$ cat config.mk
export PLATFORM = sky130hd
export DESIGN_NAME = per_site_report_throttle
export DESIGN_NICKNAME = d
export VERILOG_FILES = /design/src/rtl/psrt_pkg.sv /design/src/rtl/psrt_front.sv /design/src/rtl/psrt_queue.sv /design/src/rtl/psrt_back.sv /design/src/rtl/per_site_report_throttle.sv
export SDC_FILE = /design/constraint.sdc
export NUM_CORES = 2
export LEC_CHECK = 0
export BUFFER_PORTS_ARGS = -buffer_cell sky130_fd_sc_hd__buf_4
export CORE_MARGIN = 1
export CORE_UTILIZATION = 50
export CTS_CLUSTER_SIZE = 8
export DETAILED_ROUTE_END_ITERATION = 6
export GPL_ROUTABILITY_DRIVEN = 0
export HOLD_SLACK_MARGIN = 0.15
export PLACE_DENSITY = 0.65
export SYNTH_ARGS = -nofsm -noshare
export SYNTH_HDL_FRONTEND = slang
export SYNTH_MEMORY_MAX_BITS = 65536
export SYNTH_SLANG_ARGS = --single-unit
$ cat constraint.sdc
create_clock -name clk -period 9.2 [get_ports clk]
set_input_delay 0 -clock clk [delete_from_list [all_inputs] [get_ports clk]]
set_output_delay 0 -clock clk [all_outputs]
set_load 0.02 [all_outputs]
$ cat src/rtl/psrt_pkg.sv
`default_nettype none

package psrt_pkg;

    localparam int SITE_ENTRIES = 64;
    localparam int IDX_W        = (SITE_ENTRIES > 1) ? $clog2(SITE_ENTRIES) : 1;
    localparam int USED_W       = $clog2(SITE_ENTRIES + 1);

    localparam int QUEUE_DEPTH  = 2;
    localparam int QPTR_W       = $clog2(QUEUE_DEPTH);
    localparam int QCNT_W       = $clog2(QUEUE_DEPTH + 1);

    localparam int CFG_INDEX_W  = 8;
    localparam int CAP_W        = 4;
    localparam int KEY_W        = 64;

    localparam logic [CFG_INDEX_W-1:0] CFG_FAULT_CAP = CFG_INDEX_W'(0);
    localparam logic [CFG_INDEX_W-1:0] CFG_THROW_CAP = CFG_INDEX_W'(1);

    localparam logic [CAP_W-1:0] FAULT_CAP_RESET = CAP_W'(3);
    localparam logic [CAP_W-1:0] THROW_CAP_RESET = CAP_W'(8);

    localparam logic [31:0] CODE_ACCESS_VIOLATION = 32'hC000_0005;
    localparam logic [31:0] CODE_CPP_THROW        = 32'hE06D_7363;
    localparam logic [31:0] CODE_HEAP_CORRUPTION  = 32'hC000_0374;
    localparam logic [31:0] CODE_STACK_OVERFLOW   = 32'hC000_00FD;
    localparam logic [31:0] CODE_ILLEGAL_INSTR    = 32'hC000_001D;
    localparam logic [31:0] CODE_PRIV_INSTR       = 32'hC000_0096;
    localparam logic [31:0] CODE_INT_DIV_ZERO     = 32'hC000_0094;
    localparam logic [31:0] CODE_STACK_BUFFER     = 32'hC000_0409;

    localparam logic [3:0] MIN_THROW_PARAMS = 4'd3;

    localparam logic [1:0] ACT_IGNORED    = 2'd0;
    localparam logic [1:0] ACT_SUPPRESSED = 2'd1;
    localparam logic [1:0] ACT_FAULT      = 2'd2;
    localparam logic [1:0] ACT_THROW      = 2'd3;

    typedef struct packed {
        logic [31:0]      exception_code;
        logic [63:0]      fault_address;
        logic [3:0]       param_count;
        logic [63:0]      type_info_word;
    } item_t;

    typedef struct packed {
        logic [1:0]       action;
        logic [3:0]       report_number;
        logic             mute_notice;
    } result_t;

    typedef struct packed {
        logic             watched;
        logic             thrown;
        logic [KEY_W-1:0] key;
        logic [CAP_W-1:0] cap;
    } cls_t;

    typedef struct packed {
        logic             empty;
        logic             full;
    } qstat_t;

    typedef struct packed {
        logic [KEY_W-1:0] key;
        logic [CAP_W-1:0] count;
    } site_t;

endpackage

`default_nettype wire

$ cat src/rtl/psrt_front.sv
`default_nettype none

module psrt_front (
    input  wire logic                                clk,
    input  wire logic                                rst_n,
    input  wire logic                                start,
    input  wire psrt_pkg::item_t                     item,
    output logic                                     busy,
    input  wire logic                                cfg_valid,
    output logic                                     cfg_ready,
    input  wire logic [psrt_pkg::CFG_INDEX_W-1:0]    cfg_index,
    input  wire logic [psrt_pkg::CAP_W-1:0]          cfg_data,
    input  wire psrt_pkg::qstat_t                    q_stat,
    output logic                                     q_push,
    output psrt_pkg::cls_t                           q_wdata
);

    logic [psrt_pkg::CAP_W-1:0] fault_cap_reg;
    logic [psrt_pkg::CAP_W-1:0] throw_cap_reg;
    logic                       thrown;
    logic                       hard_fatal;

    assign cfg_ready = 1'b1;
    assign busy      = q_stat.full;
    assign q_push    = start && !q_stat.full;

    always_ff @(posedge clk or negedge rst_n)
    begin
        if (!rst_n)
        begin
            fault_cap_reg <= psrt_pkg::FAULT_CAP_RESET;
            throw_cap_reg <= psrt_pkg::THROW_CAP_RESET;
        end
        else if (cfg_valid && cfg_ready)
        begin
            if (cfg_index == psrt_pkg::CFG_FAULT_CAP)
                fault_cap_reg <= cfg_data;
            else if (cfg_index == psrt_pkg::CFG_THROW_CAP)
                throw_cap_reg <= cfg_data;
        end
    end

    always_comb
    begin
        thrown     = item.exception_code == psrt_pkg::CODE_CPP_THROW;
        hard_fatal = item.exception_code == psrt_pkg::CODE_HEAP_CORRUPTION ||
                     item.exception_code == psrt_pkg::CODE_STACK_OVERFLOW  ||
                     item.exception_code == psrt_pkg::CODE_ILLEGAL_INSTR   ||
                     item.exception_code == psrt_pkg::CODE_PRIV_INSTR      ||
                     item.exception_code == psrt_pkg::CODE_INT_DIV_ZERO    ||
                     item.exception_code == psrt_pkg::CODE_STACK_BUFFER;
        q_wdata.thrown  = thrown;
        q_wdata.watched = thrown || hard_fatal ||
                          item.exception_code == psrt_pkg::CODE_ACCESS_VIOLATION;
        q_wdata.key     = (thrown && item.param_count >= psrt_pkg::MIN_THROW_PARAMS) ?
                          item.type_info_word : item.fault_address;
        q_wdata.cap     = thrown ? throw_cap_reg : fault_cap_reg;
    end

endmodule

`default_nettype wire

$ cat src/rtl/psrt_queue.sv
`default_nettype none

module psrt_queue (
    input  wire logic               clk,
    input  wire logic               rst_n,
    input  wire logic               push,
    input  wire psrt_pkg::cls_t     wdata,
    input  wire logic               pop,
    output psrt_pkg::cls_t          head,
    output psrt_pkg::qstat_t        stat
);

    psrt_pkg::cls_t                  slot_reg [psrt_pkg::QUEUE_DEPTH];
    logic [psrt_pkg::QPTR_W-1:0]     wr_ptr_reg;
    logic [psrt_pkg::QPTR_W-1:0]     rd_ptr_reg;
    logic [psrt_pkg::QCNT_W-1:0]     cnt_reg;
    logic                            do_push;
    logic                            do_pop;

    assign stat.empty = cnt_reg == '0;
    assign stat.full  = cnt_reg == psrt_pkg::QCNT_W'(psrt_pkg::QUEUE_DEPTH);
    assign do_push    = push && !stat.full;
    assign do_pop     = pop && !stat.empty;
    assign head       = slot_reg[rd_ptr_reg];

    always_ff @(posedge clk)
    begin
        if (do_push)
            slot_reg[wr_ptr_reg] <= wdata;
    end

    always_ff @(posedge clk or negedge rst_n)
    begin
        if (!rst_n)
        begin
            wr_ptr_reg <= '0;
            rd_ptr_reg <= '0;
            cnt_reg    <= '0;
        end
        else
        begin
            if (do_push)
                wr_ptr_reg <= (wr_ptr_reg == psrt_pkg::QPTR_W'(psrt_pkg::QUEUE_DEPTH - 1)) ?
                              '0 : wr_ptr_reg + psrt_pkg::QPTR_W'(1);
            if (do_pop)
                rd_ptr_reg <= (rd_ptr_reg == psrt_pkg::QPTR_W'(psrt_pkg::QUEUE_DEPTH - 1)) ?
                              '0 : rd_ptr_reg + psrt_pkg::QPTR_W'(1);
            if (do_push && !do_pop)
                cnt_reg <= cnt_reg + psrt_pkg::QCNT_W'(1);
            else if (do_pop && !do_push)
                cnt_reg <= cnt_reg - psrt_pkg::QCNT_W'(1);
        end
    end

endmodule

`default_nettype wire

$ cat src/rtl/psrt_back.sv
`default_nettype none

module psrt_back (
    input  wire logic               clk,
    input  wire logic               rst_n,
    input  wire psrt_pkg::cls_t     q_head,
    input  wire psrt_pkg::qstat_t   q_stat,
    output logic                    q_pop,
    output logic                    result_valid,
    output psrt_pkg::result_t       result
);

    typedef enum logic [3:0] {
        S_IDLE = 4'b0001,
        S_RD   = 4'b0010,
        S_CMP  = 4'b0100,
        S_MISS = 4'b1000
    } state_t;

    state_t                          state_reg, state_next;
    psrt_pkg::cls_t                  cur_reg, cur_next;
    logic [psrt_pkg::USED_W-1:0]     idx_reg, idx_next;
    logic [psrt_pkg::USED_W-1:0]     used_reg, used_next;
    logic                            result_valid_reg, result_valid_next;
    psrt_pkg::result_t               result_reg, result_next;

    psrt_pkg::site_t                 site_mem [psrt_pkg::SITE_ENTRIES];
    psrt_pkg::site_t                 rd_data_reg;
    logic                            mem_we;
    logic [psrt_pkg::IDX_W-1:0]      mem_waddr;
    psrt_pkg::site_t                 mem_wdata;
    logic [psrt_pkg::CAP_W-1:0]      bumped;

    assign result_valid = result_valid_reg;
    assign result       = result_reg;
    assign bumped       = rd_data_reg.count + psrt_pkg::CAP_W'(1);

    always_ff @(posedge clk)
    begin
        if (mem_we)
            site_mem[mem_waddr] <= mem_wdata;
        rd_data_reg <= site_mem[idx_reg[psrt_pkg::IDX_W-1:0]];
    end

    always_ff @(posedge clk)
    begin
        cur_reg    <= cur_next;
        result_reg <= result_next;
    end

    always_ff @(posedge clk or negedge rst_n)
    begin
        if (!rst_n)
        begin
            state_reg        <= S_IDLE;
            idx_reg          <= '0;
            used_reg         <= '0;
            result_valid_reg <= 1'b0;
        end
        else
        begin
            state_reg        <= state_next;
            idx_reg          <= idx_next;
            used_reg         <= used_next;
            result_valid_reg <= result_valid_next;
        end
    end

    always_comb
    begin
        state_next        = state_reg;
        cur_next          = cur_reg;
        idx_next          = idx_reg;
        used_next         = used_reg;
        result_valid_next = 1'b0;
        result_next       = result_reg;
        q_pop             = 1'b0;
        mem_we            = 1'b0;
        mem_waddr         = idx_reg[psrt_pkg::IDX_W-1:0];
        mem_wdata         = '{key: cur_reg.key, count: bumped};

        case (state_reg)
            S_IDLE:
            begin
                if (!q_stat.empty)
                begin
                    q_pop    = 1'b1;
                    cur_next = q_head;
                    idx_next = '0;
                    if (!q_head.watched)
                    begin
                        result_valid_next = 1'b1;
                        result_next       = '{action: psrt_pkg::ACT_IGNORED,
                                              report_number: 4'd0, mute_notice: 1'b0};
                    end
                    else if (used_reg == '0)
                        state_next = S_MISS;
                    else
                        state_next = S_RD;
                end
            end

            S_RD:
                state_next = S_CMP;

            S_CMP:
            begin
                if (rd_data_reg.key == cur_reg.key)
                begin
                    state_next        = S_IDLE;
                    result_valid_next = 1'b1;
                    if (rd_data_reg.count >= cur_reg.cap)
                        result_next = '{action: psrt_pkg::ACT_SUPPRESSED,
                                        report_number: 4'd0, mute_notice: 1'b0};
                    else
                    begin
                        mem_we      = 1'b1;
                        result_next = '{action: cur_reg.thrown ? psrt_pkg::ACT_THROW
                                                               : psrt_pkg::ACT_FAULT,
                                        report_number: bumped,
                                        mute_notice: bumped == cur_reg.cap};
                    end
                end
                else if (idx_reg + psrt_pkg::USED_W'(1) == used_reg)
                    state_next = S_MISS;
                else
                begin
                    idx_next   = idx_reg + psrt_pkg::USED_W'(1);
                    state_next = S_RD;
                end
            end

            S_MISS:
            begin
                state_next        = S_IDLE;
                result_valid_next = 1'b1;
                if (used_reg == psrt_pkg::USED_W'(psrt_pkg::SITE_ENTRIES))
                    result_next = '{action: psrt_pkg::ACT_SUPPRESSED,
                                    report_number: 4'd0, mute_notice: 1'b0};
                else
                begin
                    mem_we      = 1'b1;
                    mem_waddr   = used_reg[psrt_pkg::IDX_W-1:0];
                    mem_wdata   = '{key: cur_reg.key, count: psrt_pkg::CAP_W'(1)};
                    used_next   = used_reg + psrt_pkg::USED_W'(1);
                    result_next = '{action: cur_reg.thrown ? psrt_pkg::ACT_THROW
                                                           : psrt_pkg::ACT_FAULT,
                                    report_number: 4'd1,
                                    mute_notice: cur_reg.cap == psrt_pkg::CAP_W'(1)};
                end
            end

            default:
                state_next = S_IDLE;
        endcase
    end

    a_used_bound: assert property (@(posedge clk) disable iff (!rst_n)
        used_reg <= psrt_pkg::USED_W'(psrt_pkg::SITE_ENTRIES))
        else $error("site count above table size");

    a_scan_in_range: assert property (@(posedge clk) disable iff (!rst_n)
        state_reg == S_CMP |-> idx_reg < used_reg)
        else $error("scan beyond used sites");

    a_result_idle: assert property (@(posedge clk) disable iff (!rst_n)
        result_valid_reg |-> state_reg == S_IDLE)
        else $error("result while scan active");

    a_used_step: assert property (@(posedge clk) disable iff (!rst_n)
        used_reg != $past(used_reg) |-> $past(state_reg) == S_MISS)
        else $error("site insert outside miss state");

    a_quiet_zero: assert property (@(posedge clk) disable iff (!rst_n)
        result_valid_reg && (result_reg.action == psrt_pkg::ACT_IGNORED ||
                             result_reg.action == psrt_pkg::ACT_SUPPRESSED)
        |-> result_reg.report_number == 4'd0 && !result_reg.mute_notice)
        else $error("unreported item carries a report number");

endmodule

`default_nettype wire

$ cat src/rtl/per_site_report_throttle.sv
`default_nettype none

// Rate limiter for exception reports, keyed per fault address or thrown type.
// Item channel: item is taken at a clock edge with start high and busy low.
// busy rises only when the two-entry queue between classifier and lookup is full.
// Result channel: result is valid for exactly one cycle while result_valid is
// high; the receiver cannot stall it, and results leave in item order.
// Config channel: cfg_index 0 writes the fault cap, 1 the throw cap (4 bits of
// cfg_data); cfg_ready is always high; other indexes are dropped.
// An ignored code is answered without a lookup. A watched item is compared with
// the sites in use (at most 64) from site 0 up and stops at the first hit, else
// it misses. The lookup scans the site memory one entry at a time through its
// single registered read port, which sets the per-item time for watched events.
// Reset clears the queue, the site count and the result strobe and restores the
// caps to 3 (fault) and 8 (throw); site memory is not cleared, as only entries
// below the site count are read.
module per_site_report_throttle (
    input  wire logic                                clk,
    input  wire logic                                rst_n,
    input  wire logic                                start,
    input  wire psrt_pkg::item_t                     item,
    output logic                                     busy,
    output logic                                     result_valid,
    output psrt_pkg::result_t                        result,
    input  wire logic                                cfg_valid,
    output logic                                     cfg_ready,
    input  wire logic [psrt_pkg::CFG_INDEX_W-1:0]    cfg_index,
    input  wire logic [psrt_pkg::CAP_W-1:0]          cfg_data
);

    psrt_pkg::qstat_t  q_stat;
    psrt_pkg::cls_t    q_wdata;
    psrt_pkg::cls_t    q_head;
    logic              q_push;
    logic              q_pop;

    psrt_front u_front (
        .clk       (clk),
        .rst_n     (rst_n),
        .start     (start),
        .item      (item),
        .busy      (busy),
        .cfg_valid (cfg_valid),
        .cfg_ready (cfg_ready),
        .cfg_index (cfg_index),
        .cfg_data  (cfg_data),
        .q_stat    (q_stat),
        .q_push    (q_push),
        .q_wdata   (q_wdata)
    );

    psrt_queue u_queue (
        .clk   (clk),
        .rst_n (rst_n),
        .push  (q_push),
        .wdata (q_wdata),
        .pop   (q_pop),
        .head  (q_head),
        .stat  (q_stat)
    );

    psrt_back u_back (
        .clk          (clk),
        .rst_n        (rst_n),
        .q_head       (q_head),
        .q_stat       (q_stat),
        .q_pop        (q_pop),
        .result_valid (result_valid),
        .result       (result)
    );

endmodule

`default_nettype wire
==> key figures <==
Run status
  – Outcome: completed

Final layout
  – Design Area, Final: a little over 0.2 mm^2
  – Final #Nets: 8214
  – Share of layout cells above drive strength 1: 34.3%
  – Fillers: 24300
  – Area Growth Syn to Fin: 17.0%
  – Max reg flops: ~4400

Placement
  – Placed Area: roughly 0.19 mm^2
  – DPL Wire Length: 244000 um
  – Port-buffer cells: ~190

Critical path
  – CP max stage delay: 0.82 ns
  – Critical Path RT: 9.86 ns
  – Critical Path Source Type: register
  – Cell mode on critical path: buf_4
  – Slowest cell on crit path: xnor2_1
  – CP Cell Sequence: buf_4 > xnor2_1 > nand4_1 > nor4_1 > and4_1 > a32oi_4 > buf_4 > nor3_2 > buf_4 > buf_4
  – Worst setup EP type: register
  – Crit path kind: reg2reg
  – Worst path arrival time: 6.32 ns
  – Worst-path fanout max: between 40 and 50

Clocking
  – Post-CTS Setup Bufs: 0
  – Clk Latency, worst-skew pair: about 1.1 ns
  – CTS tree: built
  – CTS buffer count: 654
  – Clk buf depth: 4
  – # clock sinks: 4667
  – H-tree levels: 6
  – CTS clock-pin slew for the worst setup and hold paths: about 0.050 ns
  – Post-cts sizing count: 0
  – Root Driver: clkbuf_16

STA
  – RSZ-0062 raised after global routing: no
  – Pins Over Slew Limit: 0
  – Endpoints failing hold: 0
  – Slew margin rel.: 12.0%
  – TNS Setup: 0 ns
  – Actual slew at the worst max-slew pin: ~1.3 ns
  – Setup Viol. Count Final: 0
  – Clock Skew: just under 0.06 ns
  – Fin crit share: 61.6%
  – Final Critical Period: approximately 5.7 ns
  – Fmax: 0.177 GHz

Yosys
  – Synth Area in Adders: 0.0636%
  – Area contributors post-synth: edfxtp_1 (77%), mux4_2 (18%), mux2_2 (0.94%)
  – Post-synthesis sequential area ratio: 78.7%
  – Ys flop type: edfxtp_1
  – Mapped cell area: about 0.18 mm^2
  – Post-synth top area cell: edfxtp_1
  – Post-synthesis simple-gate area fraction: 0.652%
  – Synth Area in XOR/XNOR: 0.440%
  – Most frequent cells after synthesis: edfxtp_1 (4568), mux4_2 (1428), clkbuf_1 (199)
  – Syn Nets: 7160
  – Seq cells post-synth: about 4700
  – Syn_area_per_cell: 25.4 um^2
  – Post-synth ARST share: 0.664%
  – YS warnings: 0
  – Yosys cell types: 59
  – EDFF count, synth: 4568
  – Synth top area share: 77.5%
  – Most numerous cell in the Yosys netlist: edfxtp_1
  – Mux share of post-synthesis cell area: 19.1%
  – Synth Area in Compound Gates: less than 1%
  – Gate Count Post-Synth: between 6000 and 7000
  – Largest family of logic cells by synthesized area: multiplexers

Drt
  – DRT Wirelength: around 460000 um
  – Initial DRC Count: 11100
  – Via density: roughly 6.4
  – Drt pass-1 iters: 6
  – Vias post-DR: approximately 83000
  – DR WL/cell: approximately 35 um
  – DRC: 0
  – Remaining antenna violation count after routing: 0

Floorplanning
  – Row cnt: 218
  – Chip Width: 597 um
  – Die Span Y: 597 um
  – Die ar.: 0.357 mm^2
  – IO Count: 190
  – Initial Util: around half
  – Core ar.: 0.352 mm^2

Global route
  – First-pass GRT wire length: 649000 um
  – Largest net degree at the start of global routing: 128
  – Initial antenna violation count: 25
  – Total GRT Usage: 26.0%
  – Grt ovf: 0
  – Number of global-route vias before repair: 86100

Power
  – Pleak: 63.0 nW
  – PwrDens: 262 mW/mm^2
  – VDD IR max: 0.261 mV

Run
  – Maximum Capacitance Violations: 0

Hold path
  – Hold WC Path Type: in2reg
per-stage QoR:
stage | utilization [%] | setup slack, ns | std cells | hold WS (ns) | power [mW]
2_1_floorplan | - | 1.43 | 6971 | -0.296 | 30.0
3_3_place_gp | 52.7 | 3.53 | 11800 | -0.0194 | 32.5
3_5_place_dp | 52.7 | 3.60 | 11800 | -0.0109 | 32.8
4_1_cts | 58.8 | 3.55 | 13000 | 0.159 | 54.5
5_1_grt | 58.8 | 3.46 | 13000 | 0.221 | 55.6
6_report | 58.8 | 3.54 | 13000 | 0.176 | 54.2
placed cells by master, fill, tap and decap left out, types with 5 or more instances in the layout:
cell,synthesis,routed
dfxtp_1,68,68
mux4_2,1428,1428
inv_1,12,11
clkbuf_16,0,661
diode_2,0,18
mux2_2,148,148
edfxtp_1,4568,4568
nor4b_1,6,6
inv_6,0,8
xor2_1,7,7
dfrtp_1,27,20
dfrtp_4,0,7
inv_16,0,10
nand4_1,24,24
buf_4,6,442
xnor2_1,82,82
buf_12,0,20
clkinv_16,0,18
o21ai_0,8,8
nor3_1,74,10
nand2b_1,5,5
a21oi_1,5,5
ha_1,9,9
clkbuf_1,199,207
nand3_1,11,11
nor3_2,0,64
clkinv_8,0,18
dlygate4sd3_1,0,293
nand2_1,29,29
nor4_1,13,13
nor2_1,22,19
nand3b_1,5,5
area by class of cell:
class	count	area, um^2	share of cell area, %
antenna	18	45.0	0.0217
clock buffer	869	17300	8.37
clock inverter	54	1100	0.531
inverter	12	50.0	0.0242
multi-input combinational	1935	36700	17.7
sequential	4667	139000	67.3
tap	4730	5920	2.86
timing repair buffer	755	6650	3.21
worst paths after layout:
| check | from | to | slack (ns) | cells past startpoint |
|---|---|---|---|---|
| max | u_back.cur_reg[39] | u_back.site_mem[57][18] | 3.54 | 10 |
| min | start | u_queue.slot_reg[1][65] | 0.18 | 3 |
| max reg2reg | u_back.cur_reg[39] | u_back.site_mem[57][18] | 3.54 | 10 |
| min reg2reg | u_queue.cnt_reg[1] | u_queue.cnt_reg[1] | 0.51 | 1 |
| max in group asynchronous | rst_n | u_front.fault_cap_reg[0] | 8.43 | 4 |
| min in group asynchronous | rst_n | u_back.used_reg[6] | 0.50 | 4 |
report_power, final:
group | internal, mW | switching (mW) | total, mW
Sequential | 26.8 | 0.232 | 27.0
Combinational | 1.09 | 4.34 | 5.43
Clock | 13.0 | 8.67 | 21.7
repair_timing:
action	CTS	global route
setup endpoints to repair	0	0
hold endpoints to repair	274	0
hold buffers	294	0
cells by family (layout without fill, tap and decap cells):
| group | after synthesis | count (layout) |
|---|---|---|
| xor gates and xnor gates | 89 | 89 |
| DFF | 4667 | 4667 |
| buffers and inverters | 369 | 1690 |
| other | 1 | 19 |
| muxes | 1580 | 1580 |
| adders and majority gates | 9 | 9 |
| AOI/OAI and AO/OA | 44 | 44 |
| and+or+nand+nor | 212 | 212 |
layer usage:
layer,share of wire (%),GRT usage (%),vias up
met2,50,42.4,4461
li1,-,-,32500
met1,38,35.9,45600
met4,3.6,9.44,8
met3,8.2,4.03,822
met5,0.011,0,-
worst max-delay path, delay by kind of cell, from the launching register on:
kind | cells | cell delay [ns]
DFF | 1 | 0.38
xor gates and xnor gates | 1 | 0.82
and+or+nand+nor | 4 | 1.98
AOI/OAI and AO/OA | 1 | 0.16
buffers and inverters | 4 | 1.82
Note: power is estimated with default switching activity, not from simulation.
